$ cat config.mk
export PLATFORM = sky130hd
export DESIGN_NAME = assoc_key_cache_fifo_core
export DESIGN_NICKNAME = d
export VERILOG_FILES = /design/src/rtl/core/akc_pkg.sv /design/src/rtl/core/akc_cell.sv /design/src/rtl/core/assoc_key_cache_fifo_core.sv
export SDC_FILE = /design/constraint.sdc
export NUM_CORES = 2
export LEC_CHECK = 0
export ABC_AREA = 1
export BUFFER_PORTS_ARGS = -buffer_cell sky130_fd_sc_hd__buf_2
export CAP_MARGIN = 5
export CELL_PAD_IN_SITES_DETAIL_PLACEMENT = 0
export CELL_PAD_IN_SITES_GLOBAL_PLACEMENT = 1
export CORE_MARGIN = 2
export CORE_UTILIZATION = 35
export CTS_BUF_LIST = sky130_fd_sc_hd__clkbuf_16
export CTS_CLUSTER_SIZE = 25
export DETAILED_ROUTE_END_ITERATION = 6
export HOLD_SLACK_MARGIN = 0.15
export MAX_ROUTING_LAYER = met4
export PLACE_DENSITY_LB_ADDON = 0.1
export SYNTH_ARGS = -nofsm -noshare
export SYNTH_HDL_FRONTEND = slang
export SYNTH_SLANG_ARGS = --single-unit
$ cat constraint.sdc
create_clock -name clk_i -period 10.5 [get_ports clk_i]
set_input_delay 1.575 -clock clk_i [delete_from_list [all_inputs] [get_ports clk_i]]
set_output_delay 1.575 -clock clk_i [all_outputs]
set_load 0.005 [all_outputs]
$ cat src/rtl/core/akc_pkg.sv
package akc_pkg;

  // Fixed widths of the port fields
  localparam int unsigned KeyPortW = 64;
  localparam int unsigned IdentW   = 32;

  typedef enum logic {
    ActInsert = 1'b0,
    ActLookup = 1'b1
  } act_e;

  typedef enum logic [1:0] {
    StIdle,
    StWalk,
    StDone
  } state_e;

  // Control part of the search word that ripples down the cell row
  typedef struct packed {
    logic valid;
    logic found;
  } tok_ctl_t;

endpackage

$ cat src/rtl/core/akc_cell.sv
// One cache entry plus one stage of the search row.
module akc_cell #(
  parameter int unsigned KEY_BITS = 64
) (
  input  logic                         clk_i,
  input  logic                         rst_ni,
  input  akc_pkg::tok_ctl_t            ctl_i,
  input  logic [KEY_BITS-1:0]          key_i,
  input  logic [akc_pkg::IdentW-1:0]   ident_i,
  output akc_pkg::tok_ctl_t            ctl_o,
  output logic [KEY_BITS-1:0]          key_o,
  output logic [akc_pkg::IdentW-1:0]   ident_o,
  input  logic                         wr_i,
  input  logic [KEY_BITS-1:0]          wr_key_i,
  input  logic [akc_pkg::IdentW-1:0]   wr_ident_i
);

  logic [KEY_BITS-1:0]        entry_key_q;
  logic [akc_pkg::IdentW-1:0] entry_ident_q;
  akc_pkg::tok_ctl_t          ctl_d, ctl_q;
  logic [akc_pkg::IdentW-1:0] ident_d, ident_q;
  logic [KEY_BITS-1:0]        key_q;
  logic                       match;

  assign match = (entry_key_q == key_i);

  // First match wins: an earlier cell's identifier is kept
  always_comb begin
    ctl_d.valid = ctl_i.valid;
    ctl_d.found = ctl_i.found | match;
    ident_d     = ctl_i.found ? ident_i : (match ? entry_ident_q : '0);
  end

  always_ff @(posedge clk_i or negedge rst_ni) begin
    if (!rst_ni) begin
      entry_key_q   <= '0;
      entry_ident_q <= '0;
      ctl_q         <= '0;
    end else begin
      ctl_q <= ctl_d;
      if (wr_i) begin
        entry_key_q   <= wr_key_i;
        entry_ident_q <= wr_ident_i;
      end
    end
  end

  always_ff @(posedge clk_i) begin
    key_q   <= key_i;
    ident_q <= ident_d;
  end

  assign ctl_o   = ctl_q;
  assign key_o   = key_q;
  assign ident_o = ident_q;

endmodule

$ cat src/rtl/core/assoc_key_cache_fifo_core.sv
// Fully associative key-to-identifier cache with round-robin replacement.
// Each of the ENTRIES cells holds one key/identifier pair; a request word is
// injected at cell 0 and moves one cell per cycle, each cell comparing its
// key and carrying the first match forward. When the word leaves the last
// cell the result is known; an insert that missed then writes the cell at
// the replacement pointer in the same cycle and the pointer advances,
// wrapping at ENTRIES. A lookup miss returns key 0 (root) and identifier 0.
// After reset every entry holds key 0 / identifier 0, so the root key hits.
// Keys are taken modulo 2^KEY_BITS. One word is in flight at a time: the
// walk down the cell row sets the pace, and the next word is accepted only
// once the result has moved from the pending to the output register.
// The output register lets the next word be accepted while a result waits.
module assoc_key_cache_fifo_core #(
  parameter int unsigned ENTRIES  = 16,
  parameter int unsigned KEY_BITS = 64
) (
  input  logic                                clk_i,
  input  logic                                rst_ni,
  input  logic                                in_valid_i,
  output logic                                in_ready_o,
  input  logic                                action_i,
  input  logic [akc_pkg::KeyPortW-1:0]        lookup_key_i,
  input  logic [akc_pkg::IdentW-1:0]          file_ident_i,
  output logic                                out_valid_o,
  input  logic                                out_ready_i,
  output logic                                hit_o,
  output logic [akc_pkg::KeyPortW-1:0]        result_key_o,
  output logic [akc_pkg::IdentW-1:0]          result_ident_o,
  output logic                                written_o
);

  localparam int unsigned PtrW = $clog2(ENTRIES);

  akc_pkg::state_e state_d, state_q;
  akc_pkg::act_e   act_q;
  logic [PtrW-1:0] ptr_d, ptr_q;

  // Cell row interconnect; index 0 is the injection point
  akc_pkg::tok_ctl_t          ctl_w   [ENTRIES+1];
  logic [KEY_BITS-1:0]        key_w   [ENTRIES+1];
  logic [akc_pkg::IdentW-1:0] ident_w [ENTRIES+1];
  logic [ENTRIES-1:0]         wr_sel;

  logic in_acc, tail_vld, wr_en, out_load;

  // Pending result between the row tail and the output register
  logic                       pend_hit_q;
  logic [KEY_BITS-1:0]        pend_key_q;
  logic [akc_pkg::IdentW-1:0] pend_ident_q;
  logic                       pend_written_q;
  logic                       out_valid_q;

  // Identifier to store is held in a register from acceptance until the write
  logic [akc_pkg::IdentW-1:0] ins_ident_q;
  logic [akc_pkg::IdentW-1:0] pend_ident_src;
  assign pend_ident_src = ins_ident_q;

  assign in_acc   = in_valid_i && in_ready_o;
  assign tail_vld = ctl_w[ENTRIES].valid;

  // Inject the new word at the head of the row
  always_comb begin
    ctl_w[0].valid = in_acc;
    ctl_w[0].found = 1'b0;
    key_w[0]       = lookup_key_i[KEY_BITS-1:0];
    ident_w[0]     = '0;
  end

  for (genvar i = 0; i < ENTRIES; i++) begin : g_cell
    assign wr_sel[i] = wr_en && (ptr_q == PtrW'(i));
    akc_cell #(
      .KEY_BITS (KEY_BITS)
    ) u_cell (
      .clk_i      (clk_i),
      .rst_ni     (rst_ni),
      .ctl_i      (ctl_w[i]),
      .key_i      (key_w[i]),
      .ident_i    (ident_w[i]),
      .ctl_o      (ctl_w[i+1]),
      .key_o      (key_w[i+1]),
      .ident_o    (ident_w[i+1]),
      .wr_i       (wr_sel[i]),
      .wr_key_i   (key_w[ENTRIES]),
      .wr_ident_i (pend_ident_src)
    );
  end

  // Next state
  always_comb begin
    state_d = state_q;
    unique case (state_q)
      akc_pkg::StIdle: if (in_acc)   state_d = akc_pkg::StWalk;
      akc_pkg::StWalk: if (tail_vld) state_d = akc_pkg::StDone;
      akc_pkg::StDone: if (out_load) state_d = akc_pkg::StIdle;
      default:                       state_d = akc_pkg::StIdle;
    endcase
  end

  // FSM outputs
  always_comb begin
    in_ready_o = 1'b0;
    wr_en      = 1'b0;
    out_load   = 1'b0;
    unique case (state_q)
      akc_pkg::StIdle: in_ready_o = 1'b1;
      akc_pkg::StWalk: wr_en = tail_vld && (act_q == akc_pkg::ActInsert) &&
                               !ctl_w[ENTRIES].found;
      akc_pkg::StDone: out_load = !out_valid_q || out_ready_i;
      default: ;
    endcase
  end

  always_comb begin
    ptr_d = ptr_q;
    if (wr_en) begin
      ptr_d = (ptr_q == PtrW'(ENTRIES - 1)) ? '0 : ptr_q + PtrW'(1);
    end
  end

  always_ff @(posedge clk_i or negedge rst_ni) begin
    if (!rst_ni) begin
      state_q     <= akc_pkg::StIdle;
      ptr_q       <= '0;
      out_valid_q <= 1'b0;
    end else begin
      state_q <= state_d;
      ptr_q   <= ptr_d;
      if (out_load) begin
        out_valid_q <= 1'b1;
      end else if (out_ready_i) begin
        out_valid_q <= 1'b0;
      end
    end
  end

  always_ff @(posedge clk_i) begin
    if (in_acc) begin
      act_q       <= akc_pkg::act_e'(action_i);
      ins_ident_q <= file_ident_i;
    end
    if (state_q == akc_pkg::StWalk && tail_vld) begin
      pend_hit_q <= ctl_w[ENTRIES].found;
      if (act_q == akc_pkg::ActInsert) begin
        pend_key_q     <= key_w[ENTRIES];
        pend_ident_q   <= '0;
        pend_written_q <= !ctl_w[ENTRIES].found;
      end else begin
        pend_key_q     <= ctl_w[ENTRIES].found ? key_w[ENTRIES] : '0;
        pend_ident_q   <= ident_w[ENTRIES];
        pend_written_q <= 1'b0;
      end
    end
    if (out_load) begin
      hit_o          <= pend_hit_q;
      result_key_o   <= akc_pkg::KeyPortW'(pend_key_q);
      result_ident_o <= pend_ident_q;
      written_o      <= pend_written_q;
    end
  end

  assign out_valid_o = out_valid_q;

  // Assertions
  a_tail_in_walk: assert property (@(posedge clk_i) disable iff (!rst_ni)
    tail_vld |-> state_q == akc_pkg::StWalk)
    else $error("search word left the row outside a walk");

  a_one_write: assert property (@(posedge clk_i) disable iff (!rst_ni)
    $onehot0(wr_sel))
    else $error("more than one cell written");

  a_ptr_range: assert property (@(posedge clk_i) disable iff (!rst_ni)
    ptr_q <= PtrW'(ENTRIES - 1))
    else $error("replacement pointer out of range");

  a_write_miss: assert property (@(posedge clk_i) disable iff (!rst_ni)
    out_valid_o && written_o |-> !hit_o)
    else $error("written reported on a hit");

  a_ptr_moves: assert property (@(posedge clk_i) disable iff (!rst_ni)
    !wr_en |=> $stable(ptr_q))
    else $error("pointer moved without a write");

endmodule

; Yosys cells after proc, flatten, opt, wreduce, memory -nomap -nowiden
; Index checks and enable logic that the tools add are counted.
; W data, S select, Z words.
[op_classes]
addsub = 1
n_eq_ne = 36
muxes = 42
bitwise = 16
reduce_logical = 27
[ops]
columns = op, n
row1 = $eq A64 B64 Y1, 16
row2 = $mux W32, 30
row3 = $mux W64, 2
row4 = $eq A4 B4 Y1 const B, 8
row5 = $logic_and A1 B1 Y1, 20
row6 = $eq A4 B3 Y1 const B, 4
row7 = $or A1 B1 Y1, 15
row8 = $eq A4 B2 Y1 const B, 2
row9 = $mux W2, 3
row10 = $pmux W2 S3, 1
row11 = $mux W1, 5
row12 = $add A4 B1 Y4 const B, 1
row13 = $eq A4 B1 Y1 const B, 1
row14 = $logic_not A4 Y1, 1
row15 = $mux W4, 1
row16 = $ne A2 B2 Y1 const B, 2
row17 = $reduce_and A3 Y1, 1
row18 = $eq A2 B1 Y1 const B, 1
row19 = $eq A2 B2 Y1 const B, 1
row20 = $logic_not A1 Y1, 2
row21 = $logic_not A2 Y1, 1
row22 = $ne A2 B1 Y1 const B, 1
row23 = $reduce_bool A2 Y1, 1
row24 = $logic_or A1 B1 Y1, 1
row25 = $not A1 Y1, 1
[totals]
reg_bits = 3340
in_bits = 101
output_inout_bits = 100
wordCells = 231

; Logic depth before layout (Yosys ltp)
[logic_depth]
ltp_word = 5
depth_mapped = 12
depth_no_buf = 10

; Modules after synthesis
; Synthesis repeated with hierarchy kept, for this count alone.
[hier_totals]
hier_cells = 14398
area_unflattened_um2 = 128789.8
[by_module_without_submodules]
columns = module, n_inst, cells_per_inst, area_each_um2, seq_area_each_um2
row1 = akc_cell, 16, 868, 7536.0, 4374.2
row2 = assoc_key_cache_fifo_core, 1, 510, 8214.1, 7051.8

; Worst setup path before layout
; Ideal clock, no wire load.
[synth_path]
path_kind = in2reg
from = in out_ready_i
to = reg hit_o (enable)
setup_ps = 558
arrival_ps = 5739
path_slack_ps = 4203
stages = 2
n_path_buf = 0
cell_sequence = nor2_1 -> nor2_1
[synth_via]
elab_chain_cells = 2
[synth_rtl]
columns = element, line
row1 = start: declaration, assoc_key_cache_fifo_core.sv:25  ; input logic out_ready_i,
row2 = $logic_or A1 B1 Y1, assoc_key_cache_fifo_core.sv:108  ; akc_pkg::StDone: out_load = !out_valid_q || out_ready_i;
row3 = $mux W1, assoc_key_cache_fifo_core.sv:104  ; unique case (state_q)
row4 = via out_load, assoc_key_cache_fifo_core.sv:44  ; logic in_acc, tail_vld, wr_en, out_load;
row5 = end signal: assignment, assoc_key_cache_fifo_core.sv:154  ; hit_o <= pend_hit_q;
row6 = end: declaration, assoc_key_cache_fifo_core.sv:26  ; output logic hit_o,
; The timed path passes the listed nets, and every way through them passes these cells.
; A chain may end at the register's enable or synchronous reset.

; Worst setup path after layout
[layout_path]
from = reg state_q[1]
to = reg g_cell[7].u_cell.entry_key_q[16]
[layout_via]
elab_chain_cells = 3
[layout_rtl]
columns = element, line
row1 = start: declaration, assoc_key_cache_fifo_core.sv:34  ; akc_pkg::state_e state_d, state_q;
row2 = start signal: assignment, assoc_key_cache_fifo_core.sv:122  ; state_q <= akc_pkg::StIdle;
row3 = start signal: assignment, assoc_key_cache_fifo_core.sv:126  ; state_q <= state_d;
row4 = $eq A2 B1 Y1, assoc_key_cache_fifo_core.sv:104
row5 = $mux W1, assoc_key_cache_fifo_core.sv:104
row6 = $logic_and A1 B1 Y1, assoc_key_cache_fifo_core.sv:70  ; assign wr_sel[i] = wr_en && (ptr_q == PtrW'(i));
row7 = end signal: assignment, akc_cell.sv:42  ; entry_key_q <= wr_key_i;
row8 = end: declaration, akc_cell.sv:18  ; logic [KEY_BITS-1:0] entry_key_q;
; No other way between the ends.

==> metrics <==
worst hold path stage count=0; time the final worst path needs with I/O delays and setup=4240 ps; depth of the worst register-to-register path=10; nets@finish=14.50k; vias in the first global route=84.39k; type of element capturing the critical path=register; area leader, netlist=sky130_fd_sc_hd__dfrtp_1; buffer count from post-CTS setup fixing=0; number of synthesized register bits=3340; Clk Latency, worst-skew pair=930 ps; vias post-DR=86.72k; Post-DRT Antenna Nets=0; Peak Freq=0.2358 GHz; first-pass GRT wire length=531000 microns; register area share after synthesis=0.6179; setup repair after global routing missed its margin=no; number of fill cells=35.61k; cell internal power dissipation=0.02148 W; worst path cell trace=nor2_2 > nand2_1 > inv_6 > nand2_2 > inv_2 > nand3_4 > buf_4 > buf_4 > nand2_1 > o21ai_0; area overhead of the layout relative to synthesis=12.44%; flop-to-flop setup slack=6260 ps; number of buffers created by CTS=376; proportion of total power due to net switching=0.2519; Worst Path Required=11250 ps; largest clock skew in the final design=36.15 ps; Post-synth top cells=4407 x sky130_fd_sc_hd__nand2_1, 1770 x sky130_fd_sc_hd__inv_1, 1769 x sky130_fd_sc_hd__nor2_1; switching pwr=0.007234 W; result of the run=finished, final reports clean; transition time at the pin with the least slew margin=1380 ps; number of failing hold endpoints at the final stage=0; ratio of final minimum period to clock period=0.4038; standard cell core area=0.3551 sq mm; power after layout=0.02872 W; largest incremental delay on the critical path=850 ps; remaining global-route overflow=0; number of remaining DRC errors=0; number of resized instances in the post-cts repair step=0; pre-CTS setup slack=6222 ps; number of antenna violations at the first check in global routing=25; Max Fanout on Critical Path=78; hold_ws=339.7 ps; post-synthesis net count=14.43k; Worst Min Path Start=g_cell[11].u_cell.ctl_o[1]$_DFF_PN0_; Die Y-Extent=600.8 microns; number of enable-type register cells in the synthesized netlist=229; largest net degree at the start of global routing=150; Synth area leaders=sky130_fd_sc_hd__dfrtp_1 32%, sky130_fd_sc_hd__dfxtp_1 25%, sky130_fd_sc_hd__nand2_1 13%, sky130_fd_sc_hd__o21ai_0 5.6%, sky130_fd_sc_hd__edfxtp_1 5.5%; final weighted congestion in routability-driven placement=0.7760; launch instance of the worst register-to-register path=state_q[1]$_DFFE_PN0P_; DR iter-0 viols=6369; Data arrival, critical path=4990 ps; number of pins exceeding their max-slew limit in the final report=0; Max-Cap Viols=0; footprint of the multi-input gates=0.03691 sq mm; total of buffers placed on input and output ports=200; die footprint=0.3610 sq mm; element type at the critical path start=register; fraction of synthesis flops using an asynchronous set or reset pin=0.4716; headroom to the max-slew limit=0.07988; family with the most delay on the worst path=buffers and inverters; maximum level of the CTS H-tree=5; Clock power frac=0.429; gate count after technology mapping=14.33k; Pre-antenna DRT Iters=5; Sequential Power Share=0.499; starting utilization of the core area=0.3511; deepest clock path buffer count=4; number of cell rows=219; layout cell share with drive strength beyond 1=0.06057; logic gate share of total power=0.072; power density of the placed cells=204.9 mW/mm^2; crit path kind=register to register; Routed WL=346200 microns; critical path buffer and inverter count=4; destination of the worst hold path=g_cell[12].u_cell.ctl_o[1]$_DFF_PN0_; number of different library cells in the post-synthesis netlist=30; clock tree from TritonCTS=yes; maximum resistive drop on vdd=0.1291 mV; hold buffers post-CTS=0; master cell of the clock root buffer=sky130_fd_sc_hd__clkbuf_16; via density per instance=4.452; Synth Area per Inst=8.704 sq um; worst-case setup margin in the final layout=6260 ps; Reg area=0.07706 sq mm; boundary pin count=201; global-route total usage across every layer=0.1963; core utilization of the finished layout=0.3948; number of warning messages in the yosys log=0; register clock-pin slew on the reported worst setup and hold paths=60 ps; number of clock sinks=3340; Leakage=67.97 nW; HPWL after DPL=224000 microns; Worst path slowest cell=sky130_fd_sc_hd__nand3_4; leading cell type by number of instances after synthesis=sky130_fd_sc_hd__nand2_1; worst min-delay path category=register to register; synthesized cell area=0.1247 sq mm; Setup Viol. Count Final=0; Horiz. Die Dim=600.8 microns; worst flop-to-flop path endpoint=g_cell[7].u_cell.entry_key_q[16]$_DFFE_PN0P_; wire per inst=17.78 microns; Total Negative Setup Slacks=0 ps; area share of the largest cell type after synthesis=0.3161; prevailing post-synth register cell=sky130_fd_sc_hd__dfrtp_1
layout make-up:
cell class | count | share of cell area
inverters | 1772 | 0.04748
diodes | 14 | 0.0002499
flip-flops and latches | 3340 | 0.5497
multi-input cells | 8571 | 0.2633
clock inverters | 308 | 0.01296
well taps | 4751 | 0.04240
repair buffers | 334 | 0.01505
clock buffers | 386 | 0.06890
placed cells by master, fill, tap and decap left out, types with 19 or more instances in the layout:
master / n
sky130_fd_sc_hd__xor2_1: 342
sky130_fd_sc_hd__dfrtp_1: 1560
sky130_fd_sc_hd__nor2_4: 19
sky130_fd_sc_hd__o21ai_0: 1393
sky130_fd_sc_hd__nand2_1: 4407
sky130_fd_sc_hd__nand3_1: 481
sky130_fd_sc_hd__dfxtp_1: 1536
sky130_fd_sc_hd__nor2_1: 1736
sky130_fd_sc_hd__edfxtp_1: 229
sky130_fd_sc_hd__o21ai_1: 141
sky130_fd_sc_hd__clkinv_1: 89
sky130_fd_sc_hd__buf_2: 199
sky130_fd_sc_hd__inv_1: 1894
sky130_fd_sc_hd__clkinv_2: 57
sky130_fd_sc_hd__buf_4: 127
sky130_fd_sc_hd__clkbuf_16: 386
stage by stage:
step,area [sq um],std cells
finish,140200,19480
CTS,140200,19460
global placement,128700,18770
detailed placement,128700,18770
global route,140200,19470
floorplan,124700,14330
metal layers:
layer,GRT usage,share of wire
met5,-,0
met4,0.04056,0.020
met3,0.02495,0.037
met2,0.3132,0.46
met1,0.2678,0.48
how the worst max path moves through the flow:
stage / to / start / cells after the start / slack [ps]
2_1_floorplan: hit_o$_DFFE_PP_ / out_ready_i / 2 / 4200
3_3_place_gp: g_cell[6].u_cell.entry_key_q[16]$_DFFE_PN0P_ / state_q[1]$_DFFE_PN0P_ / 10 / 6200
3_5_place_dp: g_cell[12].u_cell.entry_key_q[17]$_DFFE_PN0P_ / state_q[1]$_DFFE_PN0P_ / 10 / 6220
4_1_cts: g_cell[12].u_cell.entry_key_q[17]$_DFFE_PN0P_ / state_q[1]$_DFFE_PN0P_ / 10 / 6210
5_1_grt: g_cell[7].u_cell.entry_key_q[19]$_DFFE_PN0P_ / state_q[1]$_DFFE_PN0P_ / 10 / 5870
6_report: g_cell[7].u_cell.entry_key_q[16]$_DFFE_PN0P_ / state_q[1]$_DFFE_PN0P_ / 10 / 6260
cells by family (layout without fill, tap and decap cells):
logic type,count (synthesis),count (layout),share of synthesized area
XOR/XNOR,346,346,0.02431
adder cells (fa/ha/maj),4,4,0.0004014
AND/OR/NAND/NOR,6679,6679,0.2075
AO/OA/AOI/OAI,1542,1542,0.06209
flip-flops,3340,3340,0.6179
other,0,14,0
buffers and inverters,2414,2800,0.08783
flip-flops by register name (all words and copies together), names as in the netlist:
signal,cells
ptr_q,4
hit_o,1
g_cell.u_cell.entry_ident_q,512
out_valid_o,1
result_key_o,64
written_o,1
g_cell.u_cell.entry_key_q,1024
act_q,1
state_q,2
result_ident_o,32
pend_key_q,64
pend_hit_q,1
pend_ident_q,32
g_cell.u_cell.ctl_o,32
ins_ident_q,32
pend_written_q,1
g_cell.u_cell.key_o,1024
g_cell.u_cell.ident_o,512
power groups by stage:
stage	sequential, W	clock [W]	combinational, W
6_report	0.0143	0.0123	0.00208
5_1_grt	0.0144	0.0133	0.00240
4_1_cts	0.0143	0.0127	0.00214
3_5_place_dp	0.0146	0	0.00213
3_3_place_gp	0.0146	0	0.00209
2_1_floorplan	0.0144	0	0.00128
worst register-to-register path: cells and delay by family, from the launching register on:
family	cells	cell delay, ps
buffers and inverters	4	2050
AND/OR/NAND/NOR	5	1500
flip-flops	1	410
AO/OA/AOI/OAI	1	100
No activity file was read; power rests on OpenSTA's default activity.
